`config.mk`:
```
export PLATFORM = sky130hd
export DESIGN_NAME = majority_commit_index_tracker
export DESIGN_NICKNAME = d
export VERILOG_FILES = /design/src/hw/rtl/mcit_pkg.sv /design/src/hw/rtl/mcit_front.sv /design/src/hw/rtl/mcit_queue.sv /design/src/hw/rtl/mcit_back.sv /design/src/hw/rtl/majority_commit_index_tracker.sv
export SDC_FILE = /design/constraint.sdc
export NUM_CORES = 1
export LEC_CHECK = 0
export BUFFER_PORTS_ARGS = -buffer_cell sky130_fd_sc_hd__buf_2
export CELL_PAD_IN_SITES_DETAIL_PLACEMENT = 1
export CELL_PAD_IN_SITES_GLOBAL_PLACEMENT = 2
export CORE_AREA = 2 2 285 287
export CTS_CLUSTER_DIAMETER = 100
export DETAILED_ROUTE_END_ITERATION = 12
export DIE_AREA = 0 0 287 289
export PLACE_DENSITY = 0.88
export SKIP_CTS_REPAIR_TIMING = 1
export SKIP_LAST_GASP = 1
export SYNTH_ARGS = -nofsm -noshare
export SYNTH_HDL_FRONTEND = slang
export SYNTH_SLANG_ARGS = --single-unit
```
`constraint.sdc`:
```
create_clock -name i_clk -period 9.87 [get_ports i_clk]
set_clock_uncertainty 0.2 [all_clocks]
set_input_delay 0 -clock i_clk [delete_from_list [all_inputs] [get_ports i_clk]]
set_output_delay 0 -clock i_clk [all_outputs]
set_load 0.005 [all_outputs]
```
`src/hw/rtl/mcit_pkg.sv`:
```
`timescale 1ns / 1ps

package mcit_pkg;

    // Defaults for the top-level parameters.
    localparam int MAX_NODES_DEF  = 8;
    localparam int INDEX_BITS_DEF = 32;

    // Depth of the command queue between the front and the back part (power of two).
    localparam int QUEUE_DEPTH = 2;

    // Configuration register indexes, taken from paddr[2].
    localparam logic REG_NODE_COUNT = 1'b0;
    localparam logic REG_SELF_ID    = 1'b1;

    // Reset values of the configuration registers.
    localparam logic [3:0] NODE_COUNT_RST = 4'd3;
    localparam logic [2:0] SELF_ID_RST    = 3'd0;

    // Item kinds carried in the mode field.
    localparam logic MODE_START  = 1'b0;
    localparam logic MODE_UPDATE = 1'b1;

    typedef struct packed {
        logic        mode;
        logic [2:0]  node;
        logic [31:0] log_index;
    } t_in_word;

    typedef struct packed {
        logic [31:0] commit_before;
        logic [31:0] commit_after;
        logic        advanced;
    } t_out_word;

    // What the front part decided about one item.
    typedef struct packed {
        logic is_start;  // open a new term
        logic store;     // write the match table entry
        logic set_len;   // the reporting node is the leader itself
    } t_cmd_flags;

endpackage

```
`src/hw/rtl/mcit_front.sv`:
```
`timescale 1ns / 1ps

module mcit_front #(
    parameter int MAX_NODES  = mcit_pkg::MAX_NODES_DEF,
    parameter int INDEX_BITS = mcit_pkg::INDEX_BITS_DEF,
    parameter int NODE_BITS  = 1
) (
    input  logic                   i_in_valid,
    output logic                   o_in_stall,
    input  mcit_pkg::t_in_word     i_in_data,
    input  logic [2:0]             i_self_id,
    input  logic                   i_queue_full,
    output logic                   o_push,
    output mcit_pkg::t_cmd_flags   o_flags,
    output logic [NODE_BITS-1:0]   o_node,
    output logic [INDEX_BITS-1:0]  o_index
);
    import mcit_pkg::*;

    logic [63:0] w_index64;
    logic [7:0]  w_node8;
    logic        w_in_table;
    logic        w_start;

    assign o_in_stall = i_queue_full;
    assign o_push     = i_in_valid && !i_queue_full;

    assign w_index64  = {32'd0, i_in_data.log_index};
    assign w_node8    = {5'd0, i_in_data.node};
    assign w_in_table = ({29'd0, i_in_data.node} < 32'(MAX_NODES));
    assign w_start    = (i_in_data.mode == MODE_START);

    assign o_flags.is_start = w_start;
    assign o_flags.store    = !w_start && w_in_table;
    assign o_flags.set_len  = !w_start && (i_in_data.node == i_self_id);
    assign o_node           = w_node8[NODE_BITS-1:0];
    assign o_index          = w_index64[INDEX_BITS-1:0];

endmodule

```
`src/hw/rtl/mcit_queue.sv`:
```
`timescale 1ns / 1ps

module mcit_queue #(
    parameter int WIDTH = 8
) (
    input  logic             i_clk,
    input  logic             i_rst_n,
    input  logic             i_push,
    input  logic [WIDTH-1:0] i_wdata,
    output logic             o_full,
    input  logic             i_pop,
    output logic             o_valid,
    output logic [WIDTH-1:0] o_rdata
);
    import mcit_pkg::*;

    localparam int PTR_BITS = (QUEUE_DEPTH > 1) ? $clog2(QUEUE_DEPTH) : 1;
    localparam int CNT_BITS = $clog2(QUEUE_DEPTH + 1);

    logic [WIDTH-1:0]    r_mem [QUEUE_DEPTH];
    logic [PTR_BITS-1:0] r_wr, n_wr;
    logic [PTR_BITS-1:0] r_rd, n_rd;
    logic [CNT_BITS-1:0] r_cnt, n_cnt;
    logic                w_do_push;
    logic                w_do_pop;

    assign o_full    = (r_cnt == CNT_BITS'(QUEUE_DEPTH));
    assign o_valid   = (r_cnt != '0);
    assign o_rdata   = r_mem[r_rd];
    assign w_do_push = i_push && !o_full;
    assign w_do_pop  = i_pop && o_valid;

    always_comb begin
        n_wr  = w_do_push ? r_wr + PTR_BITS'(1) : r_wr;
        n_rd  = w_do_pop ? r_rd + PTR_BITS'(1) : r_rd;
        n_cnt = r_cnt + CNT_BITS'(w_do_push) - CNT_BITS'(w_do_pop);
    end

    always_ff @(posedge i_clk) begin
        if (!i_rst_n) begin
            r_wr  <= '0;
            r_rd  <= '0;
            r_cnt <= '0;
        end else begin
            r_wr  <= n_wr;
            r_rd  <= n_rd;
            r_cnt <= n_cnt;
        end
    end

    always_ff @(posedge i_clk) begin
        if (w_do_push) begin
            r_mem[r_wr] <= i_wdata;
        end
    end

endmodule

```
`src/hw/rtl/mcit_back.sv`:
```
`timescale 1ns / 1ps

module mcit_back #(
    parameter int MAX_NODES  = mcit_pkg::MAX_NODES_DEF,
    parameter int INDEX_BITS = mcit_pkg::INDEX_BITS_DEF,
    parameter int NODE_BITS  = 1
) (
    input  logic                   i_clk,
    input  logic                   i_rst_n,
    input  logic                   i_cmd_valid,
    output logic                   o_cmd_pop,
    input  mcit_pkg::t_cmd_flags   i_cmd_flags,
    input  logic [NODE_BITS-1:0]   i_cmd_node,
    input  logic [INDEX_BITS-1:0]  i_cmd_index,
    input  logic [3:0]             i_node_count,
    output logic                   o_out_valid,
    input  logic                   i_out_stall,
    output mcit_pkg::t_out_word    o_out_data
);
    import mcit_pkg::*;

    localparam int CNT_BITS = $clog2(MAX_NODES + 1);

    typedef enum logic [2:0] {
        S_IDLE = 3'b001,
        S_SCAN = 3'b010,
        S_DONE = 3'b100
    } t_state;

    t_state                r_state, n_state;
    logic [INDEX_BITS-1:0] r_table [MAX_NODES];
    logic [INDEX_BITS-1:0] r_commit;
    logic [INDEX_BITS-1:0] r_term;
    logic [INDEX_BITS-1:0] r_len;
    logic [CNT_BITS-1:0]   r_i;
    logic                  r_found;
    logic [INDEX_BITS-1:0] r_best;
    logic [INDEX_BITS-1:0] r_before;
    logic                  r_out_valid;
    t_out_word             r_out_data;

    logic [CNT_BITS-1:0]   w_active;
    logic [CNT_BITS-1:0]   w_maj;
    logic [INDEX_BITS-1:0] w_cand;
    logic [MAX_NODES-1:0]  w_ge;
    logic [CNT_BITS-1:0]   w_reach;
    logic                  w_take;
    logic                  w_last;
    logic [INDEX_BITS-1:0] w_capped;
    logic [INDEX_BITS-1:0] w_commit_new;
    logic [INDEX_BITS-1:0] w_term_new;
    logic                  w_slot_free;
    logic                  w_load_out;
    logic [63:0]           w_before64;
    logic [63:0]           w_after64;

    assign w_active = (32'(i_node_count) > 32'(MAX_NODES)) ? CNT_BITS'(MAX_NODES)
                                                           : CNT_BITS'(i_node_count);
    assign w_maj    = (w_active >> 1) + CNT_BITS'(1);

    // One candidate per scan cycle, compared against every active entry at once.
    assign w_cand = r_table[r_i[NODE_BITS-1:0]];
    always_comb begin
        for (int j = 0; j < MAX_NODES; j++) begin
            w_ge[j] = (CNT_BITS'(j) < w_active) && (r_table[j] >= w_cand);
        end
    end
    assign w_reach = CNT_BITS'($countones(w_ge));
    assign w_take  = (w_reach >= w_maj) && (!r_found || (w_cand > r_best));
    assign w_last  = ((r_i + CNT_BITS'(1)) == w_active);

    assign w_capped     = (r_best > r_len) ? r_len : r_best;
    assign w_commit_new = (r_found && (w_capped >= r_term) && (w_capped > r_commit))
                          ? w_capped : r_commit;
    assign w_term_new   = (i_cmd_index == '1) ? i_cmd_index
                                              : i_cmd_index + INDEX_BITS'(1);

    assign w_slot_free = !r_out_valid || !i_out_stall;
    assign o_cmd_pop   = (r_state == S_IDLE) && i_cmd_valid;
    assign w_load_out  = (r_state == S_DONE) && w_slot_free;

    assign w_before64 = 64'(r_before);
    assign w_after64  = 64'(w_commit_new);

    always_comb begin
        n_state = r_state;
        unique case (r_state)
            S_IDLE: begin
                if (i_cmd_valid) begin
                    n_state = (w_active == '0) ? S_DONE : S_SCAN;
                end
            end
            S_SCAN: begin
                if (w_last) begin
                    n_state = S_DONE;
                end
            end
            S_DONE: begin
                if (w_slot_free) begin
                    n_state = S_IDLE;
                end
            end
            default: begin
                n_state = S_IDLE;
            end
        endcase
    end

    always_ff @(posedge i_clk) begin
        if (!i_rst_n) begin
            r_state     <= S_IDLE;
            r_commit    <= '0;
            r_term      <= '0;
            r_len       <= '0;
            r_i         <= '0;
            r_found     <= 1'b0;
            r_out_valid <= 1'b0;
            for (int k = 0; k < MAX_NODES; k++) begin
                r_table[k] <= '0;
            end
        end else begin
            r_state <= n_state;
            if (o_cmd_pop) begin
                r_i     <= '0;
                r_found <= 1'b0;
                if (i_cmd_flags.is_start) begin
                    r_len  <= i_cmd_index;
                    r_term <= w_term_new;
                    for (int k = 0; k < MAX_NODES; k++) begin
                        r_table[k] <= '0;
                    end
                end else begin
                    if (i_cmd_flags.store) begin
                        r_table[i_cmd_node] <= i_cmd_index;
                    end
                    if (i_cmd_flags.set_len) begin
                        r_len <= i_cmd_index;
                    end
                end
            end
            if (r_state == S_SCAN) begin
                r_i <= r_i + CNT_BITS'(1);
                if (w_take) begin
                    r_found <= 1'b1;
                end
            end
            if (w_load_out) begin
                r_commit    <= w_commit_new;
                r_out_valid <= 1'b1;
            end else if (!i_out_stall) begin
                r_out_valid <= 1'b0;
            end
        end
    end

    always_ff @(posedge i_clk) begin
        if (o_cmd_pop) begin
            r_before <= r_commit;
        end
        if ((r_state == S_SCAN) && w_take) begin
            r_best <= w_cand;
        end
        if (w_load_out) begin
            r_out_data.commit_before <= w_before64[31:0];
            r_out_data.commit_after  <= w_after64[31:0];
            r_out_data.advanced      <= (w_commit_new > r_commit);
        end
    end

    assign o_out_valid = r_out_valid;
    assign o_out_data  = r_out_data;

endmodule

```
`src/hw/rtl/majority_commit_index_tracker.sv`:
```
`timescale 1ns / 1ps

// Leader-side commit index tracker. Each input word is either a term start
// (mode 0, carrying the saved log length) or a match index report from one
// node (mode 1); every word yields exactly one result word holding the commit
// index before and after it and a flag that says whether it advanced. The
// front part takes one word per cycle into a two-entry command queue while
// the queue has room, so a short burst is absorbed at once. The back part
// handles one word at a time, with n being node_count capped at MAX_NODES:
// it applies the word to the match table, walks the table one candidate per
// cycle for n candidates (each candidate is compared against all active
// entries in parallel to count how many nodes have reached it), then commits
// and loads the output register, and only then takes the next word. The
// output register lets the back part start the next word while a finished
// result still waits under stall. Configuration (node_count at byte address
// 0, self_id at byte address 4) must be written through the APB port only
// while no word is in flight; the block itself does not enforce this.

module majority_commit_index_tracker #(
    parameter int MAX_NODES  = mcit_pkg::MAX_NODES_DEF,
    parameter int INDEX_BITS = mcit_pkg::INDEX_BITS_DEF
) (
    input  logic                 i_clk,
    input  logic                 i_rst_n,
    input  logic                 i_in_valid,
    output logic                 o_in_stall,
    input  mcit_pkg::t_in_word   i_in_data,
    output logic                 o_out_valid,
    input  logic                 i_out_stall,
    output mcit_pkg::t_out_word  o_out_data,
    input  logic                 psel,
    input  logic                 penable,
    input  logic                 pwrite,
    input  logic [2:0]           paddr,
    input  logic [31:0]          pwdata,
    output logic [31:0]          prdata,
    output logic                 pready
);
    import mcit_pkg::*;

    localparam int NODE_BITS = (MAX_NODES > 1) ? $clog2(MAX_NODES) : 1;
    localparam int FLAG_BITS = $bits(t_cmd_flags);
    localparam int QW        = FLAG_BITS + NODE_BITS + INDEX_BITS;

    // Configuration registers.
    logic [3:0] r_node_count;
    logic [2:0] r_self_id;
    logic       w_cfg_write;

    assign pready      = 1'b1;
    assign w_cfg_write = psel && penable && pwrite && pready;

    always_ff @(posedge i_clk) begin
        if (!i_rst_n) begin
            r_node_count <= NODE_COUNT_RST;
            r_self_id    <= SELF_ID_RST;
        end else if (w_cfg_write) begin
            unique case (paddr[2])
                REG_NODE_COUNT: r_node_count <= pwdata[3:0];
                REG_SELF_ID:    r_self_id    <= pwdata[2:0];
                default:        r_self_id    <= r_self_id;
            endcase
        end
    end

    always_comb begin
        unique case (paddr[2])
            REG_NODE_COUNT: prdata = {28'd0, r_node_count};
            REG_SELF_ID:    prdata = {29'd0, r_self_id};
            default:        prdata = 32'd0;
        endcase
    end

    // Front part: accept and classify words.
    logic                  w_push;
    t_cmd_flags            w_push_flags;
    logic [NODE_BITS-1:0]  w_push_node;
    logic [INDEX_BITS-1:0] w_push_index;
    logic                  w_queue_full;

    mcit_front #(
        .MAX_NODES  (MAX_NODES),
        .INDEX_BITS (INDEX_BITS),
        .NODE_BITS  (NODE_BITS)
    ) u_front (
        .i_in_valid   (i_in_valid),
        .o_in_stall   (o_in_stall),
        .i_in_data    (i_in_data),
        .i_self_id    (r_self_id),
        .i_queue_full (w_queue_full),
        .o_push       (w_push),
        .o_flags      (w_push_flags),
        .o_node       (w_push_node),
        .o_index      (w_push_index)
    );

    // Command queue that decouples the two parts.
    logic [QW-1:0]         w_q_wdata;
    logic [QW-1:0]         w_q_rdata;
    logic                  w_q_valid;
    logic                  w_q_pop;
    t_cmd_flags            w_cmd_flags;
    logic [NODE_BITS-1:0]  w_cmd_node;
    logic [INDEX_BITS-1:0] w_cmd_index;

    assign w_q_wdata = {w_push_flags, w_push_node, w_push_index};

    mcit_queue #(
        .WIDTH (QW)
    ) u_queue (
        .i_clk   (i_clk),
        .i_rst_n (i_rst_n),
        .i_push  (w_push),
        .i_wdata (w_q_wdata),
        .o_full  (w_queue_full),
        .i_pop   (w_q_pop),
        .o_valid (w_q_valid),
        .o_rdata (w_q_rdata)
    );

    assign w_cmd_flags = t_cmd_flags'(w_q_rdata[QW-1 -: FLAG_BITS]);
    assign w_cmd_node  = w_q_rdata[INDEX_BITS +: NODE_BITS];
    assign w_cmd_index = w_q_rdata[INDEX_BITS-1:0];

    // Back part: update the table, scan for the majority index, commit.
    mcit_back #(
        .MAX_NODES  (MAX_NODES),
        .INDEX_BITS (INDEX_BITS),
        .NODE_BITS  (NODE_BITS)
    ) u_back (
        .i_clk        (i_clk),
        .i_rst_n      (i_rst_n),
        .i_cmd_valid  (w_q_valid),
        .o_cmd_pop    (w_q_pop),
        .i_cmd_flags  (w_cmd_flags),
        .i_cmd_node   (w_cmd_node),
        .i_cmd_index  (w_cmd_index),
        .i_node_count (r_node_count),
        .o_out_valid  (o_out_valid),
        .i_out_stall  (i_out_stall),
        .o_out_data   (o_out_data)
    );

endmodule

```
=== After elaboration in Yosys (flattened, before gate mapping) ===
Memories as Yosys holds them, arrays and structs flattened. A register that Yosys moved wholly into a read port is not among the register bits.
Cells that the tools add are included.

* $add $sub $neg: 14
* $mul: 0
* Divide/modulo/power cells: 0
* Magnitude comparators: 23
* Equal/unequal tests: 11
* Shifts and indexed selects: 0
* Mux-type cells: 46
* Bitwise gates (word level): 10
* Reductions and logical operators: 36

{| class="wikitable"
|+ Operators with widths
! operator !! count
|-
| 32-bit two-way mux || 14
|-
| 32-bit greater-or-equal comparator || 9
|-
| 32-bit greater-than comparator || 4
|-
| 32-bit one-hot mux with 2 select lines || 1
|-
| 32-bit by 1-bit adder with 32-bit output, second input constant || 1
|-
| 32-bit == test, second input constant || 1
|-
| 32-bit OR reduction || 1
|-
| 3-bit two-way mux || 7
|-
| 1-bit logical AND || 20
|-
| 1-bit two-way mux || 20
|-
| 3-bit by 4-bit less-than comparator with 1-bit output, first input constant || 4
|-
| 4-bit adder || 3
|-
| 4-bit two-way mux || 3
|-
| 3-bit one-hot mux with 3 select lines || 1
|-
| 1-bit by 1-bit adder with 2-bit output || 4
|-
| 1-bit by 4-bit less-than comparator with 1-bit output, first input constant || 2
|-
| 2-bit by 4-bit less-than comparator with 1-bit output, first input constant || 2
|-
| 2-bit by 1-bit != test with 1-bit output, second input constant || 4
|-
| 1-bit OR || 8
|-
| 2-bit AND reduction || 4
|-
| 2-bit nonzero test || 3
|-
| 3-bit by 1-bit adder with 4-bit output, second input constant || 1
|-
| 4-bit by 1-bit adder with 4-bit output, second input constant || 1
|-
| 4-bit == test || 1
|-
| other kinds (15) || 21
|}

* Register bits after elaboration: 245
* Bits in latches: 0
* RAM bits: 332
* ROM bits: 0
* Bits of input ports: 78
* Output and inout port bits: 100
* Word-level logic and storage cells: 159
* Memories: 2

{| class="wikitable"
|+ Memories
! name !! words !! bits a word !! read ports !! clocked after Yosys merged registers in !! write ports !! line !! source
|-
| u_back.r_table || 8 || 32 || 9 || 1 || 8 || mcit_back.sv:31 || <nowiki>logic [INDEX_BITS-1:0] r_table [MAX_NODES];</nowiki>
|-
| u_queue.r_mem || 2 || 38 || 1 || 1 || 1 || mcit_queue.sv:20 || <nowiki>logic [WIDTH-1:0] r_mem [QUEUE_DEPTH];</nowiki>
|}

=== Depth between registers and ports, before layout ===
Gate-level depths: netlist (run 1).

* Depth in word-level cells: 11
* Mapped depth: 28

=== Modules after synthesis ===
A second synthesis (run 1) with hierarchy kept.

* Cell total of the unflattened synthesis: 2919
* Area total of the unflattened synthesis: 34246.6 um^2

{| class="wikitable"
|+ Modules (own cells, without submodules)
! module !! instances !! cells an instance !! area each (um^2) !! seq. area each (um^2)
|-
| mcit_back || 1 || 2664 || 30290.3 || 13723.2
|-
| mcit_queue || 1 || 145 || 3060.4 || 2382.3
|-
| majority_commit_index_tracker || 1 || 66 || 561.8 || 140.1
|-
| mcit_front || 1 || 44 || 334.1 || 0.0
|}

=== Worst setup path before layout (run 1) ===
Ideal clock, no wire load.

* Kind: reg2reg
* Start: register with a tool-made name
* End: register u_back.r_best[0] (enable)
* Library setup time: 0.441 ns
* Arrival time: 8.002 ns
* Setup slack: 1.227 ns
* Stages on the path, launching flop included: 26
* Path buffers: 2
* Clock period less this slack: 8.643 ns
* Cells stage by stage: dfxtp_1 clkbuf_1 buf_1 mux4_2 mux2i_1 ha_1 a21o_1 a21o_1 a21o_1 a21o_1 a21o_1 a2111oi_0 o21ai_0 ha_1 fa_1 fa_1 ha_1 inv_1 fa_1 inv_1 ha_1 a21o_1 a21oi_1 nor2_1 o21ai_0 a31oi_1

{| class="wikitable"
|+ RTL lines
! what !! line !! source
|-
| to (signal assigned) || mcit_back.sv:161 || <nowiki>r_best <= w_cand;</nowiki>
|-
| to (decl) || mcit_back.sv:37 || <nowiki>logic [INDEX_BITS-1:0] r_best;</nowiki>
|}

==> out/results.ini, run 1 <==
[detailed_routing]
drt_wl_total_um=109000
drt_iter0_markers=1966
viasPerCell=5.85
detail_route.wl_per_cell_um=25.3
drt_first_pass_iters=5
ant_nets=0
route.detailed.drc=0
via_count=25181

[worst_hold_path]
hold_class=input pin to flop

[status]
status=finished clean

[layout]
nets=3708
design_area_sq_mm=0.0384
drive_above_1_share=0.122
stdcell_count=4308
antenna_cells=0
area.growth.synth_to_final_pct=15.5
fill_cells=8589

[die]
dieArea_sq_mm=0.0829
pin_count=178
initial_utilization=0.416
die_h_um=289
rows=104
core_area_sq_mm=0.0799
die_width_um=287

[critical_path]
rr_worst_depth=25
endpoint_kind=flop
path_class=flop to flop
r2r-end=u_back.r_best[4]$_DFFE_PP_
r2r_slack_ps=1270
crit_end=u_back.r_best[4]$_DFFE_PP_
critPathLaunchType=flop
cp.arrival_ps=8650
crit_required_ps=9920
cp_max_fo=57

[global_route]
grt_pass1_wl_um=158000
antenna_found_initial=1
grt.overflow.total=0
grt_max_degree=70
grt_pass1_vias=26347
grt_util_all_layers=0.252

[yosys]
avgSynthCellArea_sq_um=11.2
seq_area_frac_synth=0.489
yosys.cell_count.top_type=edfxtp_1
synth.area.top_cells=edfxtp_1 42%, ha_1 16%, dfxtp_1 7.2%, mux4_2 4.3%, nor2_1 4.1%
netlist-cell-type-count=70
async_reset_ff_frac=0
synth_top_area_share=0.417
synth_flop_cell=edfxtp_1
synth_edf_count=461
netlist_instances=2964
yosys_warnings=0
yosys.area.top_type=edfxtp_1
syn_area_sq_mm=0.0332
ys_ff_latch=581
synthTopCellsByCount=461 x edfxtp_1, 431 x ha_1, 360 x nor2_1

[sta]
fmax_mhz=116
holdWs_ps=14.7
rsz0062_at_grt=false
hold_violations=0
period_share=0.872
worst_pin_slew_ps=1210
slew_headroom=0.179
finalSetupViolCount=0
slew_violations=0
post-route-min-period_ps=8600
fin_tns_setup_ps=0

[placement]
dpl.hpwl_um=76300
gp_congestion=0.940
dp_cells=4094
port_buffers=118
dpl-instance-area_sq_mm=0.0352

[clock_tree]
cts_tree=yes
clock-sinks=581
clkTransAtPathRegs_ps=60
insertion_delay_ps=620
numCtsBuffers=68
htree_levels=3
clk_path_buf_depth=3
cts-root-buf=clkbuf_16

[power]
p_per_area_mw_per_mm2=255
p_leak_nw=15.7
vdd_ir_drop_max_mv=0.426

[flow_run]
drv_cap=0

-- layout by cell type (no fill, tap or decap), types with 11 or more instances in the layout --
master         Yosys  routed
nand2_1          209     209
a21o_1           106     106
clkbuf_16          0      71
dlygate4sd3_1      0      91
o21ai_0          145     145
nor4_1            15      15
edfxtp_1         461     461
buf_4             33      76
xnor2_1           18      18
a211oi_1          42      42
clkbuf_1         100      20
dfxtp_1          120     116
nor2b_1           19      19
a21oi_1          192     191
nand2b_1          23      23
clkinv_2           0      11
inv_1            190     190
nand3_1           62      62
conb_1             2      30
ha_1             431     431
nand4_1           72      72
xor2_1            19      19
buf_2              4     118
mux4_2            64      64
mux2i_1          105      95
nor3_1            20      20
nor2_1           360     356
-- worst min-delay path by stage --
stage / start / endpoint / slack, ps / depth (start not counted)
2_1_floorplan: paddr[2] / prdata[3] / -170 / 1
3_3_place_gp: i_in_data[5] / u_queue.r_mem[1][5]$_DFFE_PP_ / -10 / 1
3_5_place_dp: i_in_data[6] / u_queue.r_mem[1][6]$_DFFE_PP_ / -8 / 1
4_1_cts: i_in_data[27] / u_queue.r_mem[1][27]$_DFFE_PP_ / -660 / 1
5_1_grt: pwdata[0] / r_self_id[0]$_SDFFE_PN0P_ / 20 / 4
6_report: pwdata[0] / r_self_id[0]$_SDFFE_PN0P_ / 10 / 4
-- area by class of cell --
type                            count  area, sq um  area share
Clock buffer                       96         1920      0.0501
Tap cell                         1060         1330      0.0346
Multi-Input combinational cell   2066        15800       0.411
Timing Repair Buffer              286         2090      0.0545
Sequential cell                   581        16300       0.424
Inverter                          192          722      0.0188
Clock inverter                     27          298     0.00776
-- layer usage --
layer,track usage,vias up,wire length (um)
met5,0,-,0
met1,0.314,12837,43900
met4,0.101,0,4680
li1,-,11330,-
met2,0.441,804,54500
met3,0.0357,210,5870
-- through the flow --
stage	util	setup WS (ps)	power (mW)
after floorplan	-	1230	5.64
after global placement	0.441	1590	6.84
after detailed placement	0.441	1350	7.09
after CTS	0.469	1340	9.66
after global routing	0.480	790	10.2
final	0.480	1270	9.77
-- state kept, by name, summed over array words and instances, names as in the netlist, named ones only --
name                cells
u_queue.r_wr            1
u_queue.r_cnt           2
u_back.o_out_data      65
u_back.r_before        32
r_self_id               3
u_back.r_table        256
u_back.r_len           32
u_queue.r_mem          76
u_back.r_state          3
u_back.o_out_valid      1
u_back.r_term          32
u_back.r_found          1
r_node_count            4
u_queue.r_rd            1
u_back.r_commit        32
u_back.r_i              4
u_back.r_best          32
-- kinds of logic after synthesis --
logic type	Yosys count	synth area share
simple gates	826	0.113
flops	581	0.489
compound gates	564	0.103
fa+ha+maj	435	0.165
buf+inv	345	0.0435
mux	174	0.0767
xor+xnor	37	0.00975
other cells	2	0.000226
-- worst max-delay path, stage by stage (launching register included) --
cell and delay, ps:
dfxtp_2 480, buf_4 820, mux4_2 420, mux2i_1 840, ha_1 400, a21o_1 180
a21o_1 170, a21oi_1 330, nand3b_1 120, a21oi_1 390, nand4b_1 180, nand2_1 80
ha_1 220, fa_1 530, fa_1 560, ha_1 150, inv_1 50, fa_1 470
inv_1 40, ha_1 270, a21o_1 100, a21oi_1 140, nor2_1 240, o21ai_0 200
a31oi_4 170, buf_4 420
-- report_power, final --
| group | total (mW) | internal (mW) | switching (mW) |
|---|---|---|---|
| Sequential | 3.41 | 3.16 | 0.251 |
| Combinational | 3.79 | 1.31 | 2.48 |
| Clock | 2.57 | 1.50 | 1.07 |
Note: power is estimated with default switching activity, not from simulation.
==> inputs of run 2 (changes only) <==
--- a/config.mk
+++ b/config.mk
@@ -5,13 +5,15 @@
 export SDC_FILE = /design/constraint.sdc
 export NUM_CORES = 1
 export LEC_CHECK = 0
+export ABC_AREA = 1
 export BUFFER_PORTS_ARGS = -buffer_cell sky130_fd_sc_hd__buf_2
 export CELL_PAD_IN_SITES_DETAIL_PLACEMENT = 1
 export CELL_PAD_IN_SITES_GLOBAL_PLACEMENT = 2
-export CORE_AREA = 2 2 285 287
+export CORE_AREA = 2 2 302 304
 export CTS_CLUSTER_DIAMETER = 100
 export DETAILED_ROUTE_END_ITERATION = 12
-export DIE_AREA = 0 0 287 289
+export DIE_AREA = 0 0 304 306
+export MAX_ROUTING_LAYER = met4
 export PLACE_DENSITY = 0.88
 export SKIP_CTS_REPAIR_TIMING = 1
 export SKIP_LAST_GASP = 1
==> run 2 against run 1 <==
  * Synthesized cell count is 30% higher
  * First-iteration DRC count is 0.86% higher
  * Sequential share of layout area is 1.4 points lower
  * Non-clock buffer count is 25 lower
  * Global-route usage is 0.68 points lower
  * Final cell count is 23% higher
  * Register-to-register slack worse by 380 ps
==> out/results.ini, run 2 <==
[status]
status=finished clean

[placement]
pre_cts_slack_ps=1140
gp_congestion=0.914
dpl.hpwl_um=82400
port_buffers=118

[clock_tree]
htree_levels=3
clkTransAtPathRegs_ps=60
insertion_delay_ps=630
numCtsBuffers=71
clock-sinks=581
cts-root-buf=clkbuf_16
clk_path_buf_depth=3
cts_tree=yes

[detailed_routing]
route.detailed.drc=0
viasPerCell=5.36
via_count=28316
drt_first_pass_iters=5
detail_route.wl_per_cell_um=22.2
drt_wl_total_um=117000
drt_iter0_markers=1983
ant_nets=0

[yosys]
netlist_instances=3857
yosys_warnings=0
netlist-cell-type-count=52
yosys.area.top_type=edfxtp_1
synth_flop_cell=edfxtp_1
yosys.cell_count.top_type=nand2_1
synth_top_area_share=0.399
async_reset_ff_frac=0
synth.area.top_cells=edfxtp_1 40%, ha_1 16%, dfxtp_1 6.9%, nand2_1 6.9%, nor2_1 5.5%
seq_area_frac_synth=0.468
synth_edf_count=461
ys_ff_latch=581
avgSynthCellArea_sq_um=9.00
synthTopCellsByCount=638 x nand2_1, 510 x nor2_1, 461 x edfxtp_1
syn_area_sq_mm=0.0347

[layout]
drive_above_1_share=0.0902
layout_common_cells=638 x nand2_1, 506 x nor2_1, 461 x edfxtp_1
final_common_cell=nand2_1
fill_cells=10346
antenna_cells=0
largest_register=u_back.r_table
nets=4563
largest_reg_flops=256
seqCellArea_sq_mm=0.0163
multi_input_area_sq_mm=0.0160
area.growth.synth_to_final_pct=14.3

[critical_path]
crit_required_ps=9920
cp_slowest_cell=o21ai_0
path_class=flop to flop
path_common_cell=inv_1
cp_max_fo=32
cp.arrival_ps=9030
crit_end=u_back.r_best[9]$_DFFE_PP_
rr_worst_depth=29
r2r_slack_ps=890
slowest_delay_ps=940
endpoint_kind=flop
critPathLaunchType=flop
r2r-end=u_back.r_best[9]$_DFFE_PP_

[sta]
slew_violations=0
period_share=0.910
rsz0062_at_grt=false
fmax_mhz=111
timing.final.ws_setup_ps=891
slew_headroom=0.175
worst_pin_slew_ps=1220
post-route-min-period_ps=8980
fin_tns_setup_ps=0
finalSetupViolCount=0
hold_violations=0

[die]
rows=110
die_width_um=304
initial_utilization=0.387
die_h_um=306
pin_count=178
dieArea_sq_mm=0.0930
core_area_sq_mm=0.0896

[power]
p_leak_nw=17.6
vdd_ir_drop_max_mv=0.179
p_per_area_mw_per_mm2=267

[global_route]
grt_max_degree=100
grt.overflow.total=0
grt_util_all_layers=0.245
grt_pass1_vias=28546
antenna_found_initial=0
grt_pass1_wl_um=170000

[worst_hold_path]
min_path_cells=4
hold_class=input pin to flop

[flow_run]
drv_cap=0

run 2: cell types whose count changed after synthesis, moves of 23 or more:
cell	change
a211oi_1	-42
a21o_1	-102
a21oi_1	+121
buf_2	+36
inv_1	+240
mux2i_1	-105
mux4_2	-64
nand2_1	+429
nand2b_1	-23
nand3_1	+63
nand4_1	-33
nor2_1	+150
o21ai_0	+148
o22ai_1	+60
run 2: per-layer routing:
metal	global-route usage	wire [um]
met5	-	0
met2	0.391	55000
met4	0.0765	3760
met1	0.321	51900
met3	0.0388	6630
run 2: metrics by stage:
stage | hold WS (ps) | std cells | power (mW) | utilization | instance area, sq um
floorplan | -101 | 3885 | 6.29 | - | 34800
global placement | -11.0 | 5062 | 7.67 | 0.407 | 36400
detailed placement | -8.42 | 5062 | 7.86 | 0.407 | 36400
CTS | -661 | 5188 | 10.5 | 0.433 | 38800
global route | 48.1 | 5279 | 11.3 | 0.443 | 39700
finish | 62.5 | 5279 | 10.6 | 0.443 | 39700
run 2: power breakdown:
group | switching [mW] | leakage (nW) | internal, mW
clock | 1.09 | 1.15 | 1.57
combinational | 3.13 | 10.9 | 1.34
sequential | 0.255 | 5.58 | 3.21
total | 4.47 | 17.6 | 6.13
run 2: worst max-delay path, delay by kind of cell, from the launching register on:
| kind | cells | cell delay (ps) |
|---|---|---|
| AO/OA/AOI/OAI | 7 | 1810 |
| adder cells (fa/ha/maj) | 7 | 2560 |
| buffers and inverters | 9 | 1750 |
| flip-flops | 1 | 600 |
| AND/OR/NAND/NOR | 6 | 1610 |
run 2: cell type report:
cell class,instances,share of cell area
Clock buffer,98,0.0523
Clock inverter,28,0.00643
Inverter,463,0.0440
Multi-Input combinational cell,2672,0.402
Sequential cell,581,0.410
Tap cell,1176,0.0371
Timing Repair Buffer,261,0.0483
run 2: how the worst min path moves through the flow:
stage / endpoint / slack, ps / startpoint
after CTS: u_queue.r_mem[0][7]$_DFFE_PP_ / -660 / i_in_data[7]
after global routing: r_self_id[0]$_SDFFE_PN0P_ / 50 / pwdata[0]
after global placement: u_queue.r_mem[1][7]$_DFFE_PP_ / -10 / i_in_data[7]
after detailed placement: u_queue.r_mem[1][28]$_DFFE_PP_ / -8 / i_in_data[28]
final: r_self_id[0]$_SDFFE_PN0P_ / 60 / pwdata[0]
after floorplan: u_queue.r_mem[0][0]$_DFFE_PP_ / -100 / i_in_data[0]
run 2: cell families (layout without fill, tap and decap cells):
logic type	after synthesis	in the layout	share of synthesized area
and+or+nand+nor	1402	1402	0.167
adders and majority gates	435	435	0.158
AOI/OAI and AO/OA	771	771	0.123
other	2	30	0.000216
buffers and inverters	632	850	0.0758
DFF	581	581	0.468
xor gates and xnor gates	34	34	0.00858
